<file path="src/rtl/core/xcfp_pkg.sv">
`timescale 1ns / 1ps

package xcfp_pkg;

  localparam int unsigned ByteW  = 8;
  localparam int unsigned CountW = 17;
  localparam int unsigned IndexW = 16;
  localparam int unsigned KindW  = 2;
  localparam int unsigned CfgIdxW = 2;
  localparam int unsigned CfgDataW = 17;

  localparam logic [ByteW-1:0]  HeaderFirstReset  = 8'hAA;
  localparam logic [ByteW-1:0]  HeaderSecondReset = 8'h70;
  localparam logic [CountW-1:0] MaxLengthReset    = 17'd1024;

  // Configuration register indexes.
  localparam logic [CfgIdxW-1:0] RegHeaderFirst  = 2'd0;
  localparam logic [CfgIdxW-1:0] RegHeaderSecond = 2'd1;
  localparam logic [CfgIdxW-1:0] RegMaxLength    = 2'd2;

  typedef enum logic [KindW-1:0] {
    KIND_PAYLOAD = 2'd0,
    KIND_GOOD    = 2'd1,
    KIND_BADSUM  = 2'd2,
    KIND_BADLEN  = 2'd3
  } xcfp_kind_e;

  typedef struct packed {
    logic [ByteW-1:0]  header_first;
    logic [ByteW-1:0]  header_second;
    logic [CountW-1:0] max_length;
  } xcfp_cfg_t;

  typedef struct packed {
    xcfp_kind_e        kind;
    logic [ByteW-1:0]  command;
    logic [IndexW-1:0] index;
    logic [ByteW-1:0]  data;
    logic              frame_end;
  } xcfp_result_t;

endpackage

</file>
<file path="src/rtl/core/xcfp_parser.sv">
`timescale 1ns / 1ps

module xcfp_parser (
  input  logic                   clk_i,
  input  logic                   rst_ni,
  input  logic                   step_i,
  input  logic [7:0]             byte_i,
  input  xcfp_pkg::xcfp_cfg_t    cfg_i,
  output logic                   has_result_o,
  output xcfp_pkg::xcfp_result_t result_o
);
  import xcfp_pkg::*;

  typedef enum logic [2:0] {
    PH_IDLE    = 3'd0,
    PH_FIRST   = 3'd1,
    PH_SECOND  = 3'd2,
    PH_COMMAND = 3'd3,
    PH_LENLOW  = 3'd4,
    PH_BODY    = 3'd5
  } phase_e;

  phase_e            phase_q, phase_d;
  logic [ByteW-1:0]  xor_q, xor_d;
  logic [ByteW-1:0]  command_q, command_d;
  logic [CountW-1:0] count_q, count_d;
  logic [CountW-1:0] position_q, position_d;
  logic [CountW-1:0] new_count;

  // Length is high byte, low byte, plus one; it fits in 17 bits.
  assign new_count = {1'b0, byte_i, count_q[ByteW-1:0]} + CountW'(1);

  always_comb begin
    phase_d    = phase_q;
    xor_d      = xor_q;
    command_d  = command_q;
    count_d    = count_q;
    position_d = position_q;
    has_result_o       = 1'b0;
    result_o.kind      = KIND_PAYLOAD;
    result_o.command   = command_q;
    result_o.index     = '0;
    result_o.data      = '0;
    result_o.frame_end = 1'b0;
    unique case (phase_q)
      PH_IDLE: begin
        if (byte_i == cfg_i.header_first) begin
          phase_d = PH_FIRST;
        end
      end
      PH_FIRST: begin
        phase_d = (byte_i == cfg_i.header_second) ? PH_SECOND : PH_IDLE;
      end
      PH_SECOND: begin
        command_d = byte_i;
        xor_d     = byte_i ^ cfg_i.header_first ^ cfg_i.header_second;
        phase_d   = PH_COMMAND;
      end
      PH_COMMAND: begin
        count_d = {{(CountW-ByteW){1'b0}}, byte_i};
        xor_d   = xor_q ^ byte_i;
        phase_d = PH_LENLOW;
      end
      PH_LENLOW: begin
        count_d    = new_count;
        xor_d      = xor_q ^ byte_i;
        position_d = '0;
        if (new_count > cfg_i.max_length) begin
          phase_d            = PH_IDLE;
          has_result_o       = 1'b1;
          result_o.kind      = KIND_BADLEN;
          result_o.frame_end = 1'b1;
        end else begin
          phase_d = PH_BODY;
        end
      end
      PH_BODY: begin
        has_result_o = 1'b1;
        if (position_q < count_q) begin
          xor_d          = xor_q ^ byte_i;
          position_d     = position_q + CountW'(1);
          result_o.index = position_q[IndexW-1:0];
          result_o.data  = byte_i;
        end else begin
          phase_d            = PH_IDLE;
          result_o.kind      = (xor_q == byte_i) ? KIND_GOOD : KIND_BADSUM;
          result_o.frame_end = 1'b1;
        end
      end
      default: begin
        phase_d = PH_IDLE;
      end
    endcase
  end

  always_ff @(posedge clk_i or negedge rst_ni) begin
    if (!rst_ni) begin
      phase_q    <= PH_IDLE;
      xor_q      <= '0;
      command_q  <= '0;
      count_q    <= '0;
      position_q <= '0;
    end else if (step_i) begin
      phase_q    <= phase_d;
      xor_q      <= xor_d;
      command_q  <= command_d;
      count_q    <= count_d;
      position_q <= position_d;
    end
  end

endmodule

</file>
<file path="src/rtl/core/xor_checked_frame_parser_core.sv">
`timescale 1ns / 1ps

// Frame parser with XOR checksum.
// Received bytes enter on the in_* channel, one transfer per byte. The parser
// looks for the two header bytes, then takes a command byte and a 16-bit
// length (low byte first); the payload count is that length plus one. Each
// payload byte leaves on the out_* channel with its index, and the byte after
// the payload closes the frame with frame good or checksum error. A count
// above max_length closes the frame with a length error. Header, command and
// length bytes give no output transfer, but for that length error.
// A byte taken goes into the input register, and the parser writes its result
// into the output register when it steps. One byte per cycle is sustained while
// the receiver takes results; the input register and the output register each
// hold one item, so a stalled receiver stops the input only once both are full.
// Reset returns the parser to idle, empties both registers and loads the
// header and max_length registers with their defaults. Configuration writes
// take effect at the next edge and are meant to be made while idle.
module xor_checked_frame_parser_core (
  input  logic                                clk_i,
  input  logic                                rst_ni,
  input  logic                                in_valid_i,
  output logic                                in_ready_o,
  input  logic [xcfp_pkg::ByteW-1:0]          rx_byte_i,
  output logic                                out_valid_o,
  input  logic                                out_ready_i,
  output logic [xcfp_pkg::KindW-1:0]          result_kind_o,
  output logic [xcfp_pkg::ByteW-1:0]          command_o,
  output logic [xcfp_pkg::IndexW-1:0]         payload_index_o,
  output logic [xcfp_pkg::ByteW-1:0]          payload_byte_o,
  output logic                                frame_end_o,
  input  logic                                cfg_we_i,
  input  logic [xcfp_pkg::CfgIdxW-1:0]        cfg_index_i,
  input  logic [xcfp_pkg::CfgDataW-1:0]       cfg_wdata_i
);
  import xcfp_pkg::*;

  xcfp_cfg_t        cfg_q;
  logic             in_valid_q;
  logic [ByteW-1:0] in_byte_q;
  logic             out_valid_q;
  xcfp_result_t     out_q;
  logic             has_result;
  xcfp_result_t     result;
  logic             out_free;
  logic             step;

  assign out_free   = !out_valid_q || out_ready_i;
  // A byte with no result may move on even while the output is full.
  assign step       = in_valid_q && (out_free || !has_result);
  assign in_ready_o = !in_valid_q || step;

  always_ff @(posedge clk_i or negedge rst_ni) begin
    if (!rst_ni) begin
      cfg_q.header_first  <= HeaderFirstReset;
      cfg_q.header_second <= HeaderSecondReset;
      cfg_q.max_length    <= MaxLengthReset;
    end else if (cfg_we_i) begin
      unique case (cfg_index_i)
        RegHeaderFirst:  cfg_q.header_first  <= cfg_wdata_i[ByteW-1:0];
        RegHeaderSecond: cfg_q.header_second <= cfg_wdata_i[ByteW-1:0];
        RegMaxLength:    cfg_q.max_length    <= cfg_wdata_i[CountW-1:0];
        default: ;
      endcase
    end
  end

  always_ff @(posedge clk_i or negedge rst_ni) begin
    if (!rst_ni) begin
      in_valid_q <= 1'b0;
    end else if (in_ready_o) begin
      in_valid_q <= in_valid_i;
    end
  end

  always_ff @(posedge clk_i) begin
    if (in_ready_o && in_valid_i) begin
      in_byte_q <= rx_byte_i;
    end
  end

  xcfp_parser u_parser (
    .clk_i        (clk_i),
    .rst_ni       (rst_ni),
    .step_i       (step),
    .byte_i       (in_byte_q),
    .cfg_i        (cfg_q),
    .has_result_o (has_result),
    .result_o     (result)
  );

  always_ff @(posedge clk_i or negedge rst_ni) begin
    if (!rst_ni) begin
      out_valid_q <= 1'b0;
    end else if (out_free) begin
      out_valid_q <= step && has_result;
    end
  end

  always_ff @(posedge clk_i) begin
    if (out_free && step && has_result) begin
      out_q <= result;
    end
  end

  assign out_valid_o     = out_valid_q;
  assign result_kind_o   = out_q.kind;
  assign command_o       = out_q.command;
  assign payload_index_o = out_q.index;
  assign payload_byte_o  = out_q.data;
  assign frame_end_o     = out_q.frame_end;

endmodule
</file>
<file path="config.mk">
export PLATFORM = sky130hd
export DESIGN_NAME = xor_checked_frame_parser_core
export DESIGN_NICKNAME = d
export VERILOG_FILES = /design/src/rtl/core/xcfp_pkg.sv /design/src/rtl/core/xcfp_parser.sv /design/src/rtl/core/xor_checked_frame_parser_core.sv
export SDC_FILE = /design/constraint.sdc
export NUM_CORES = 1
export LEC_CHECK = 0
export BUFFER_PORTS_ARGS = -buffer_cell sky130_fd_sc_hd__clkbuf_2
export CORE_ASPECT_RATIO = 1.75
export CORE_MARGIN = 2
export CORE_UTILIZATION = 60
export CTS_CLUSTER_DIAMETER = 120
export DETAILED_ROUTE_END_ITERATION = 8
export GPL_ROUTABILITY_DRIVEN = 0
export PLACE_DENSITY = 0.81
export REMOVE_ABC_BUFFERS = 1
export SLEW_MARGIN = 20
export SYNTH_ARGS = -nofsm -noshare
export SYNTH_HDL_FRONTEND = slang
export SYNTH_SLANG_ARGS = --single-unit
</file>
<file path="constraint.sdc">
create_clock -name clk_i -period 4.3 [get_ports clk_i]
set_input_delay 0.86 -clock clk_i [delete_from_list [all_inputs] [get_ports clk_i]]
set_output_delay 0.86 -clock clk_i [all_outputs]
set_load 0.02 [all_outputs]
</file>
==> results.py, run 1 <==
metrics = {
    "detailed_routing": {
        "drt_iter0_drc": 597,
        "routed.top_layer": "met4",
        "first_pass_iters": 8,
        "antenna_left": 0,
        "route.met3.wl_mm": 1.20,
        "wirelength_mm": 18.8,
        "wl_met2_mm": 9.43,
        "drc": 0,
        "wl_per_cell_um": 20.8,
        "vias_per_cell": 6.48,
        "dr_total_vias": 5841,
        "m1WireLength_mm": 6.58,
    },
    "outcome": {
        "status": "finished with violations",
        "violations": "setup timing",
    },
    "global_routing": {
        "first_global_vias": 5843,
        "antenna_found_initial": 0,
        "grt_pass1_wl_mm": 28.7,
        "track_usage_pct": 29.0,
        "grt_remaining_overflow": 0,
        "grt_max_degree": 89,
    },
    "floorplanning": {
        "dieArea_um2": 12900,
        "fp.dieH_um": 149,
        "boundaryPins": 69,
        "die_x_um": 86.8,
        "initial_core_util_pct": 61.8,
        "fp.coreArea_um2": 11600,
        "row_count": 52,
    },
    "cts": {
        "clockRootBuffer": "clkbuf_16",
        "cts_made_buffers": 17,
        "clk_pin_slew_ns": 0.07,
        "cts_sinks": 131,
        "clk_latency_ns": 0.42,
        "ctsHtreeMaxLevel": 4,
        "cts_hold_buffers": 0,
        "cts_buffer_depth": 2,
        "cts_tree": "yes",
    },
    "synthesis": {
        "avgSynthCellArea_um2": 10.9,
        "synth-edff-count": 43,
        "yosysMostFrequentCell": "dfrtp_1",
        "synth_area_leaders": "dfrtp_1, edfxtp_1, mux2_2",
        "synthArstFlopShare_pct": 67.2,
        "synth-main-ff-cell": "dfrtp_1",
        "ys_ff_latch": 131,
        "syn_inst": 660,
        "syn-cell-area_um2": 7190,
        "yosys.area.top_type": "dfrtp_1",
        "synth_top_area_share_pct": 27.8,
        "synth_cell_types": 60,
        "yosysSeqAreaShare_pct": 48.7,
        "yosys_warnings": 0,
        "synthTopCellsByCount": "dfrtp_1, inv_1, edfxtp_1, nand2_1, mux2_2",
    },
    "setup_path": {
        "worst_setup_path_end_kind": "output port",
        "cp-start-kind": "flip-flop",
        "worstPathArrival_ns": 3.61,
        "crit_type": "reg2out",
        "worst_ep_required_time_ns": 3.44,
        "path_max_fanout": 5,
    },
    "finish": {
        "fillers": 728,
        "finalNonFillerCells": 902,
        "layout.nets": 821,
        "antenna_cells": 0,
        "drive_above_1_share_pct": 28.2,
        "design_area_um2": 8540,
        "syn_to_final_growth_pct": 18.7,
    },
    "timing": {
        "whs_ns": 0.445,
        "fin_crit_ns": 4.47,
        "worst_pin_slew_ns": 0.914,
        "final_min_period_over_clock_period_pct": 104,
        "rsz0062_at_grt": "yes",
        "final_max_slew_viol_count": 0,
        "hold_viol": 0,
        "clock_skew_ns": 0.00966,
        "max_slew_margin_pct": 38.9,
        "setup_violations": 1,
        "fin_ws_ns": -0.170,
        "fmax_ghz": 0.224,
    },
    "min_path": {
        "min_path_type": "reg2reg",
    },
    "flow_run": {
        "maxCapViolations": 0,
    },
    "power": {
        "power.ir.vdd_worst_mv": 0.349,
        "leakage_uw": 0.00372,
        "p_per_area_nw_per_um2": 557,
        "report.power.total_uw": 4750,
    },
    "placement": {
        "dp_hpwl_mm": 12.7,
        "dp_cells": 849,
        "portBuffers": 68,
        "dpl_cell_area_um2": 7690,
        "dp_slack_ns": 0.00274,
    },
}
==> worst max-delay path, stage by stage (launching register included) <==
cell and delay (ns):
dfrtp_1 0.37, inv_2 0.06, nor3_4 0.19, and3_4 0.24, nand4_1 0.24, nor2_1 0.22, xor2_1 0.12, ha_1 0.36
nand4_4 0.19, buf_12 0.19, nor3_4 0.20, a221oi_2 0.11, a21o_1 0.21, a211o_1 0.34, buf_6 0.14
==> flip-flops by register name, summed over array words and instances (netlist names), 2 cells and up <==
signal               flops
cfg_q                   33
command_o                8
in_byte_q                8
payload_byte_o           8
payload_index_o         16
result_kind_o            2
u_parser.command_q       8
u_parser.count_q        17
u_parser.phase_q         3
u_parser.position_q     17
u_parser.xor_q           8
==> per-layer routing <==
layer,vias up,track usage (%)
li1,2592,-
met3,118,5.04
met1,2755,31.8
met4,0,21.3
met5,-,0
met2,376,49.4
==> metrics by stage <==
stage,setup TNS [ns],util (%)
final,-0.170,73.3
after global routing,-0.331,73.3
after CTS,0,71.8
after detailed placement,0,66.0
after global placement,0,66.0
after floorplan,0,-
==> where the power goes <==
group	switching, uW	internal [uW]
clock	621	763
combinational	898	658
sequential	251	1560
==> layout make-up <==
class                   instances  area (um^2)  area share [%]
flip-flops and latches        131         3500            41.0
multi-input cells             454         3500            41.0
repair buffers                102          628            7.36
clock buffers                  17          425            4.98
inverters                      48          180            2.11
well taps                     135          169            1.98
clock inverters                15          135            1.58
==> logic make-up (layout without fill, tap and decap cells) <==
logic type,after synthesis,count (layout),synth area share [%]
xor+xnor,46,46,5.60
mux,49,49,7.55
fa+ha+maj,35,35,6.09
flops,131,131,48.7
simple gates,200,200,14.9
compound gates,124,124,13.0
buf+inv,75,182,4.14
==> worst paths after layout <==
kind / startpoint / end / slack (ns) / cells after the start
min in group asynchronous: rst_ni / u_parser.xor_q[7] / 0.46 / 1
max in group asynchronous: rst_ni / u_parser.count_q[0] / 3.20 / 1
worst max-delay path: u_parser.count_q[4] / in_ready_o / -0.17 / 14
worst min-delay path: u_parser.command_q[2] / command_o[2] / 0.45 / 0
worst max register to register: u_parser.count_q[4] / u_parser.position_q[5] / 0.08 / 16
worst min register to register: u_parser.command_q[2] / command_o[2] / 0.45 / 0
==> layout by cell type (no fill, tap or decap), types with 21 or more instances in the layout <==
cell type   n
mux2_2     42
buf_4      31
edfxtp_1   43
nor2_1     28
and2_1     32
ha_1       35
o21ai_0    21
nand2_1    43
xor2_1     25
inv_1      46
dfrtp_1    79
clkbuf_2   66
==> repair_timing <==
action / in CTS / in global routing
endpoints found under the setup margin: 1 / 6
resized for setup: 11 / 17
hold endpoints to repair: 0 / 0
setup buffers: 8 / 13
pin swaps: 8 / 13
Power figures use the tool's default switching activity.
==> run 2: changes to the inputs <==
--- a/config.mk
+++ b/config.mk
@@ -8,11 +8,11 @@
 export BUFFER_PORTS_ARGS = -buffer_cell sky130_fd_sc_hd__clkbuf_2
 export CORE_ASPECT_RATIO = 1.75
 export CORE_MARGIN = 2
-export CORE_UTILIZATION = 60
+export CORE_UTILIZATION = 54
 export CTS_CLUSTER_DIAMETER = 120
 export DETAILED_ROUTE_END_ITERATION = 8
 export GPL_ROUTABILITY_DRIVEN = 0
-export PLACE_DENSITY = 0.81
+export PLACE_DENSITY = 0.75
 export REMOVE_ABC_BUFFERS = 1
 export SLEW_MARGIN = 20
 export SYNTH_ARGS = -nofsm -noshare
==> constraint.sdc (replaced) <==
create_clock -name clk_i -period 4.1 [get_ports clk_i]
set_input_delay 0.82 -clock clk_i [delete_from_list [all_inputs] [get_ports clk_i]]
set_output_delay 0.82 -clock clk_i [all_outputs]
set_load 0.02 [all_outputs]
==> results.py, run 2 (synthesized netlist as in run 1, its figures left out) <==
metrics = {
    "timing": {
        "clock_skew_ns": 0.0168,
        "rsz0062_at_grt": "yes",
        "worst_pin_slew_ns": 1.02,
        "hold_viol": 0,
        "fmax_ghz": 0.231,
        "final_max_slew_viol_count": 0,
        "final_min_period_over_clock_period_pct": 106,
        "setup_violations": 1,
        "max_slew_margin_pct": 31.6,
        "fin_crit_ns": 4.33,
        "fin_ws_ns": -0.229,
    },
    "finish": {
        "syn_to_final_growth_pct": 23.3,
        "regMostFlops": "cfg_q",
        "biggestRegsByFlops": "cfg_q: 33 flops, u_parser.count_q: 17 flops, u_parser.position_q: 17 flops",
        "largest_reg_flops": 33,
        "regArea_um2": 3500,
        "antenna_cells": 0,
        "multi_input_area_um2": 3530,
        "fillers": 940,
        "final_cell_mix": "dfrtp_1, clkbuf_2, buf_4, inv_1",
        "layout.nets": 849,
        "mostFrequentLayoutCell": "dfrtp_1",
        "fin_util_pct": 68.2,
        "drive_above_1_share_pct": 31.2,
    },
    "power": {
        "leakage_uw": 0.00386,
        "p_per_area_nw_per_um2": 577,
        "report.power.total_uw": 5120,
        "power.ir.vdd_worst_mv": 0.328,
    },
    "detailed_routing": {
        "drc": 0,
        "vias_per_cell": 6.16,
        "antenna_left": 0,
        "dr_total_vias": 5955,
        "wirelength_mm": 19.8,
        "first_pass_iters": 5,
        "wl_per_cell_um": 20.5,
        "drt_iter0_drc": 597,
    },
    "setup_path": {
        "cp_num_buf_inv": 2,
        "cp_top_family": "compound AO/OA/AOI/OAI gates",
        "cp-start-kind": "flip-flop",
        "worst_setup_path_end_kind": "output port",
        "critPathMostFrequentCell": "a211oi_2",
        "crit_type": "reg2out",
        "crit_slowest_cell": "dfrtp_1",
        "cpPeakStageDelay_ns": 0.37,
        "path_max_fanout": 4,
        "path_cells": "inv_2 > nor3_4 > and3_4 > nand4_1 > nor2_2 > xor2_1 > ha_1 > a211oi_2 > o22ai_4 > a211oi_2 > a21o_1 > a211o_1 > clkbuf_8",
        "worst_ep_required_time_ns": 3.28,
        "worstPathArrival_ns": 3.51,
    },
    "flow_run": {
        "maxCapViolations": 0,
    },
    "cts": {
        "cts_sinks": 131,
        "clk_pin_slew_ns": 0.06,
        "ctsHtreeMaxLevel": 4,
        "cts_tree": "yes",
        "cts_made_buffers": 17,
        "clk_latency_ns": 0.43,
        "cts_buffer_depth": 2,
        "clockRootBuffer": "clkbuf_16",
    },
    "floorplanning": {
        "boundaryPins": 69,
        "row_count": 55,
        "die_x_um": 91.2,
        "fp.coreArea_um2": 13000,
        "fp.dieH_um": 157,
        "initial_core_util_pct": 55.3,
        "dieArea_um2": 14300,
    },
    "global_routing": {
        "grt_pass1_wl_mm": 30.8,
        "antenna_found_initial": 0,
        "grt_remaining_overflow": 0,
        "track_usage_pct": 28.0,
        "grt_max_degree": 73,
        "first_global_vias": 6134,
    },
    "placement": {
        "portBuffers": 68,
        "dp_hpwl_mm": 13.2,
    },
    "min_path": {
        "min_path_type": "reg2reg",
    },
    "outcome": {
        "status": "finished with violations",
        "violations": "setup timing",
    },
}
-- run 2: report_power, final --
group | internal [uW] | switching, uW | leakage, uW
logic | 734 | 986 | 0.00211
registers | 1640 | 259 | 0.00148
clock network | 898 | 602 | 0.000276
-- run 2: path summary, 6_finish.rpt --
path	from	to	slack [ns]	depth (start not counted)
worst max-delay path	u_parser.count_q[4]	in_ready_o	-0.23	13
worst min-delay path	u_parser.command_q[6]	command_o[6]	0.44	0
worst max register to register	u_parser.count_q[4]	u_parser.position_q[9]	0.02	15
worst min register to register	u_parser.command_q[6]	command_o[6]	0.44	0
max in group asynchronous	rst_ni	cfg_q[26]	2.69	2
min in group asynchronous	rst_ni	in_valid_q	0.54	1
-- run 2: area by class of cell --
class,instances,area share (%)
Clock buffer,17,4.80
Clock inverter,15,1.76
Inverter,48,2.03
Multi-Input combinational cell,455,39.9
Sequential cell,131,39.5
Tap cell,171,2.41
Timing Repair Buffer,129,9.62
-- run 2: through the flow --
stage                     area, um^2  hold slack [ns]  cells  setup TNS (ns)  worst slack [ns]
after floorplan                 7070            0.421    633               0             0.130
after global placement          7800            0.430    893               0             0.155
after detailed placement        7800            0.431    893         -0.0623           -0.0623
after CTS                       8730            0.442    957          -0.155            -0.155
after global routing            8870            0.446    966           -2.25            -0.394
final                           8870            0.442    966          -0.229            -0.229
-- run 2: timing repair --
action                                  4_1_cts  5_1_grt
gates resized for setup                      23       17
hold buffers                                  0        0
pin swaps                                    14       19
buffers inserted                             32       11
endpoints found under the setup margin        1       31
cloned                                        0        1
-- run 2: routing by layer --
metal | vias to the layer above | track usage, % | wire (um)
li1 | 2643 | - | -
met1 | 2849 | 28.5 | 6790
met2 | 336 | 50.6 | 10300
met3 | 127 | 5.15 | 1200
met4 | 0 | 20.1 | 1530
met5 | - | 0 | 0
